## src/rtl/ptc_pkg.sv

```systemverilog
`timescale 1ns / 1ps
`default_nettype none
package ptc_pkg;

   localparam int unsigned FracBits = 32;
   localparam int unsigned DivSteps = 64;

   typedef enum logic [0:0] {
      CMD_TO_NS    = 1'b0,
      CMD_DEADLINE = 1'b1
   } cmd_type;

   typedef enum logic [2:0] {
      CSR_REFERENCE_TSC    = 3'd0,
      CSR_SYSTEM_TIME_NS   = 3'd1,
      CSR_SCALE_MULTIPLIER = 3'd2,
      CSR_SCALE_SHIFT      = 3'd3
   } csr_index_type;

   typedef struct packed {
      cmd_type     cmd;
      logic [63:0] tsc;
      logic [63:0] value;
      logic [31:0] rem_frac;
      logic [63:0] dq_frac;
      logic [31:0] rem_whole;
      logic [63:0] dq_whole;
   } cell_data_type;

endpackage
`default_nettype wire

```

## src/rtl/ptc_div_cell.sv

```systemverilog
`timescale 1ns / 1ps
`default_nettype none
module ptc_div_cell
   import ptc_pkg::*;
(
   input  wire logic          clock,
   input  wire logic          reset,
   input  wire logic          advance,
   input  wire logic [31:0]   divisor,
   input  wire logic          valid_in,
   input  wire cell_data_type data_in,
   output logic               valid_out,
   output cell_data_type      data_out
);

   logic          valid_ff;
   cell_data_type data_ff;
   cell_data_type data_in_n;
   logic [32:0]   trial_frac;
   logic [32:0]   trial_whole;
   logic          ge_frac;
   logic          ge_whole;

   always_comb begin
      data_in_n   = data_in;
      trial_frac  = {data_in.rem_frac, data_in.dq_frac[63]};
      trial_whole = {data_in.rem_whole, data_in.dq_whole[63]};
      ge_frac     = trial_frac >= {1'b0, divisor};
      ge_whole    = trial_whole >= {1'b0, divisor};
      data_in_n.rem_frac  = ge_frac ? 32'(trial_frac - {1'b0, divisor}) : trial_frac[31:0];
      data_in_n.rem_whole = ge_whole ? 32'(trial_whole - {1'b0, divisor}) : trial_whole[31:0];
      data_in_n.dq_frac   = {data_in.dq_frac[62:0], ge_frac};
      data_in_n.dq_whole  = {data_in.dq_whole[62:0], ge_whole};
   end

   always_ff @(posedge clock) begin
      if (reset) begin
         valid_ff <= 1'b0;
      end else if (advance) begin
         valid_ff <= valid_in;
      end
   end

   always_ff @(posedge clock) begin
      if (advance) begin
         data_ff <= data_in_n;
      end
   end

   assign valid_out = valid_ff;
   assign data_out  = data_ff;

endmodule
`default_nettype wire

```

## config.mk

```make
export PLATFORM = sky130hd
export DESIGN_NAME = ptc_div_cell
export DESIGN_NICKNAME = d
export VERILOG_FILES = /design/src/rtl/ptc_pkg.sv /design/src/rtl/ptc_div_cell.sv
export SDC_FILE = /design/constraint.sdc
export NUM_CORES = 1
export LEC_CHECK = 0
export ABC_AREA = 1
export ABC_CLOCK_PERIOD_IN_PS = 2000
export BUFFER_PORTS_ARGS = -buffer_cell sky130_fd_sc_hd__buf_2
export CORE_AREA = 2 2 262 264
export DETAILED_ROUTE_END_ITERATION = 7
export DIE_AREA = 0 0 264 266
export PLACE_DENSITY = 0.56
export SYNTH_ARGS = -nofsm -noshare
export SYNTH_HDL_FRONTEND = slang
export SYNTH_SLANG_ARGS = --single-unit
```

## constraint.sdc

```tcl
create_clock -name clock -period 2 [get_ports clock]
set_clock_uncertainty 0.05 [all_clocks]
set_input_delay 0.1 -clock clock [delete_from_list [all_inputs] [get_ports clock]]
set_output_delay 0.1 -clock clock [all_outputs]
set_load 0.02 [all_outputs]
```

### Yosys cells after proc, flatten, opt, wreduce, memory -nomap -nowiden

Index checks and enable logic that the tools add are counted.

| cells by class | value |
|---|---|
| add/subtract/negate cells | 2 |
| $lt $le $gt $ge | 2 |
| muxes and demuxes | 2 |

Operators with widths:

| cell | number |
|---|---|
| $ge 33x32->1 | 2 |
| $mux 32 | 2 |
| $sub 32x32->32 | 2 |

| word-level totals | value |
|---|---|
| register bits after elaboration | 322 |
| output and inout bits | 322 |
| word-level logic and storage cells | 14 |

### Logic depth before layout (Yosys ltp)

| depth | value |
|---|---|
| depth after elaboration | 2 |
| mapped depth | 16 |

### Worst setup path after synthesis

OpenSTA, ideal clock, no wires.

| timing path | value |
|---|---|
| path kind | input port to flip-flop |
| start point | input port divisor[2] |
| end point | register data_ff (netlist bit data_out[84]), data pin |
| library setup time | 0.252 ns |
| arrival | 1.496 ns |
| data required time | 1.698 ns |
| slack | 0.201 ns |
| stages on the path | 16 |
| path buffers | 2 |
| path through | inv_1 ha_1 buf_2 nand2_1 nand2_1 nand2_1 nand3_1 nand2_1 nand3_2 nand2_1 nand2_1 nand2_4 nand2_8 buf_8 nand2_1 nand2_1 |

RTL lines:

| element | RTL line | text |
|---|---|---|
| start: declaration | ptc_div_cell.sv:9 | `input wire logic [31:0] divisor,` |
| end signal: assignment | ptc_div_cell.sv:46 | `data_ff <= data_in_n;` |
| end: declaration | ptc_div_cell.sv:17 | `cell_data_type data_ff;` |

==> run summary <==
The run finished with clean final reports. The run gives 0.0849 ns as the worst setup margin. The layout overhead on the synthesized area came out at 67.9%. The share of total power dissipated in sequential elements is 39.4%. The die width is 264 um, and the clock latency on the worst-skew pair is 0.54 ns. The kind of cell adding the most delay to the critical path was simple AND/OR/NAND/NOR gates. The placement-stage cell area was 22300 um2; the part of the Yosys area used for sequential elements was 60.0%.

Share of the core filled with cells in the final layout: 39.9%. The layout has 6898 filler cells. The library cell occupying the most area in the post-synthesis netlist was sky130_fd_sc_hd__edfxtp_1.

The clock network is responsible for 34.8% of the overall power. The proportion of synthesized flip-flops having asynchronous set or reset came out at 0%. Summed over all cells, the static leakage comes to 13.5 nW. The critical path goes through dlygate4sd3_1, buf_2, ha_1, buf_4, nand3_1, nor2_1, nand3_1, nand3_1, nor2_4, nand2_8, nand2_1, nand2_1. For the worst reg-to-reg setup slack, the log shows 0.82 ns. Data arrives at the worst endpoint at 2.17 ns. The instance count along the most critical hold path was 6; the clock buffer count from CTS was 40. Wires add up to 90400 um. The die covers 70200 um2. In the post-synthesis netlist, the biggest area contributors are sky130_fd_sc_hd__edfxtp_1, sky130_fd_sc_hd__nand2_1, sky130_fd_sc_hd__inv_1. The worst slew slack as a fraction of its limit was 61.7%; the number of vias in the routed layout was 16600.

Power spread over the standard cell area amounts to 795 nW/um2. Once detailed placement completed, the half-perimeter wirelength came to 73800 um. For this run, design rule violations remaining after detail routing come to 0. Maximum fanout count along the critical path: 33.

For the pin with the worst max-slew slack, the measured transition is 0.575 ns. After floorplanning, the core was divided into 96 placement rows. Among the stages of the critical path, the cell type that occurs most often is sky130_fd_sc_hd__nand3_1. The clock-pin slew on the worst setup and hold paths works out to 0.06 ns. The mapped netlist covers 16100 um2. In this run, placement finished with an instance count of 3450. The clock passes through at most 3 buffers.

Setup violations remaining at the end of the flow were counted as 0. The top achievable clock speed is 522 MHz. The average via count per standard cell was 4.30; the boundary pin count was 679.

At the worst endpoint, the required time is 2.25 ns. The logs give 1679 for the number of standard cells after synthesis and 0.934 for the placer's final routability congestion estimate. Max-cap violations in this run came to 0. From bottom edge to top edge, the die measures 266 um.

The tools report the sum of negative setup slack as 0 ns. The final layout net count was 3357; the post-synthesis net count was 2102. Combinational cell fraction of total power: 25.8%. For this design, the sink count on the clock tree is 322. The type of the worst setup path was primary input to register. The cell type of the slowest stage on the worst timing path is sky130_fd_sc_hd__dlygate4sd3_1. The share of synthesized area in the top cell type comes to 59.9%.

For hold timing, the worst endpoint is data_out[160]. The total non-filler cell area in the finished layout is 27000 um2. The critical register-to-register path startpoint is valid_out. The via count of the first global-routing pass was 16600; the worst reg-to-reg path cell count was 3.

The synthesis warning total came out at 0. Of the cells placed in the final design, the portion with a size suffix greater than 1 is 34.9%. The overall global routing resource usage is 24.8%. In this run the worst setup path begins at data_in[94].

For the finished layout, the period the worst path requires is 1.92 ns. The startpoint identified for the worst hold timing path is data_in[159]. TritonCTS built the clock tree.

In this run, synthesis inferred 321 flip-flops with an integrated enable. Synthesis inferred 322 register bits. Across the whole layout, storage elements account for 9660 um2. The initial antenna violation count came out at 36. The total area inside the core boundary comes to 67700 um2. Once detail routing completed, the nets flagged for antenna violations numbered 0.

The delay contributed by the slowest stage of the critical path was 0.54 ns; the number of buffer and inverter stages on the critical path was 3. The first-pass GRT wire length was 121000 um. The average cell area after synthesis is 9.59 um2. The switching power summed over all nets was 6.69 mW. The tools report the final number of hold-violating endpoints as 0.

The tightest min-delay check is of the primary input to register type. The worst setup path is launched from a primary input. The worst setup path is captured at a register. For the largest net degree at the start of global routing, the log shows 55. The multi-input combinational cells in the finished layout cover a total of 5200 um2. The worst-case IR drop observed on VDD is 0.000494 V. Before antenna repair, the detailed router went through 7 iterations.

Leading register cell type out of synthesis: sky130_fd_sc_hd__edfxtp_1. The H-tree level count is 2, and the switching part of the total is 31.1%. Total congestion overflow: 0. The final non-filler cell total is 3860, and the mean routed wirelength per cell is 23.4 um. Input and output buffers added on the ports amount to 678. The cell sitting at the root of the clock tree is a sky130_fd_sc_hd__clkbuf_16.

In the finished design, the share of the clock period the worst path needs comes to 95.8%. The logs give 0 for the max-slew violation count and 1290 for the initial DRC count. The endpoint identified for the worst register-to-register timing path is valid_out. The tools report the internal power as 14.8 mW.

The number of distinct library cells after synthesis is 37, and the worst-case setup slack after placement is -0.361 ns. For this configuration, the core starts out at a cell density of 23.8%.
[metrics by stage]
stage          power (mW)  hold slack [ns]
6_report             21.5           0.0838
5_1_grt              22.4            0.121
4_1_cts              21.7           0.0487
3_5_place_dp         13.5            0.209
3_3_place_gp         13.6            0.209
2_1_floorplan        10.8            0.122
[registers in the layout, indices dropped and copies added, names as in the netlist]
| name | cells |
|---|---|
| data_out | 321 |
| valid_out | 1 |
[worst reg2reg max path, cell delays in order (launching register included)]
cell	delay (ns)
sky130_fd_sc_hd__dfxtp_1	0.30
sky130_fd_sc_hd__mux2i_1	0.13
sky130_fd_sc_hd__nor2_1	0.05
sky130_fd_sc_hd__dlygate4sd3_1	0.54
[logic make-up after synthesis]
kind of cell    Yosys count  synth area share, %
compound gates           40                 1.31
xor+xnor                 28                 1.52
fa+ha+maj                66                 5.22
buf+inv                 318                 8.11
flops                   322                 60.0
mux                       1               0.0622
simple gates            904                 23.8
[power groups by stage]
stage	sequential (mW)	clock, mW	combinational, mW
final	8.47	7.47	5.55
after global routing	8.51	7.89	5.96
after CTS	8.47	7.68	5.55
after detailed placement	8.58	0	4.97
after global placement	8.60	0	4.95
after floorplan	9.31	0	1.52
[final cells by class]
class	count	share of cell area, %
Antenna cell	14	0.130
Sequential cell	322	35.7
Multi-Input combinational cell	1039	19.2
Timing Repair Buffer	1232	31.8
Inverter	299	4.15
Clock inverter	21	0.889
Clock buffer	51	3.93
Tap cell	882	4.08
[metal layers]
layer / track usage [%] / wire [um] / vias up
met5: 0 / 227 / -
met3: 7.14 / 7160 / 174
met4: 13.2 / 5600 / 36
li1: - / - / 7928
met2: 42.2 / 43000 / 690
met1: 28.2 / 34400 / 7787
[cells in the final DEF (no fill, tap or decap), types with 6 or more instances in the layout]
| master | n |
|---|---|
| sky130_fd_sc_hd__buf_2 | 675 |
| sky130_fd_sc_hd__nand2_1 | 613 |
| sky130_fd_sc_hd__dlygate4sd3_1 | 322 |
| sky130_fd_sc_hd__edfxtp_1 | 321 |
| sky130_fd_sc_hd__inv_1 | 295 |
| sky130_fd_sc_hd__buf_4 | 216 |
| sky130_fd_sc_hd__nand3_1 | 122 |
| sky130_fd_sc_hd__nor2_1 | 73 |
| sky130_fd_sc_hd__ha_1 | 62 |
| sky130_fd_sc_hd__clkbuf_16 | 43 |
| sky130_fd_sc_hd__a21oi_1 | 34 |
| sky130_fd_sc_hd__nand2_2 | 32 |
| sky130_fd_sc_hd__xor2_1 | 26 |
| sky130_fd_sc_hd__buf_12 | 16 |
| sky130_fd_sc_hd__nor3_1 | 15 |
| sky130_fd_sc_hd__diode_2 | 14 |
| sky130_fd_sc_hd__nor2_2 | 12 |
| sky130_fd_sc_hd__clkbuf_1 | 10 |
| sky130_fd_sc_hd__and2_1 | 9 |
| sky130_fd_sc_hd__nand4_1 | 8 |
| sky130_fd_sc_hd__clkinv_1 | 6 |
[worst max path at each step]
stage / endpoint / slack [ns] / cells past startpoint
2_1_floorplan: data_out[84] / 0.20 / 16
3_3_place_gp: data_out[88] / -0.33 / 16
3_5_place_dp: data_out[91] / -0.36 / 16
4_1_cts: data_out[182] / 0.007 / 14
5_1_grt: data_out[87] / -0.003 / 14
6_report: data_out[92] / 0.08 / 12
[Yosys cell counts (all sizes together), types with 2 or more instances]
cell type and count:
inv 299, and2 9, nor3 18, o21bai 2, nand2 648, ha 64, nand4 9, nor2 88
clkbuf 2, xor2 26, xnor2 2, nand3 127, a21oi 37, edfxtp 321, nand3b 3, buf 17
fa 2
[timing repair]
action / 4_1_cts / 5_1_grt
setup buffers: 0 / 2
hold buffers: 322 / 0
setup endpoints to repair: 0 / 65
endpoints found under the hold margin: 352 / 0
resized for setup: 0 / 17
Note: power is estimated with default switching activity, not from simulation.
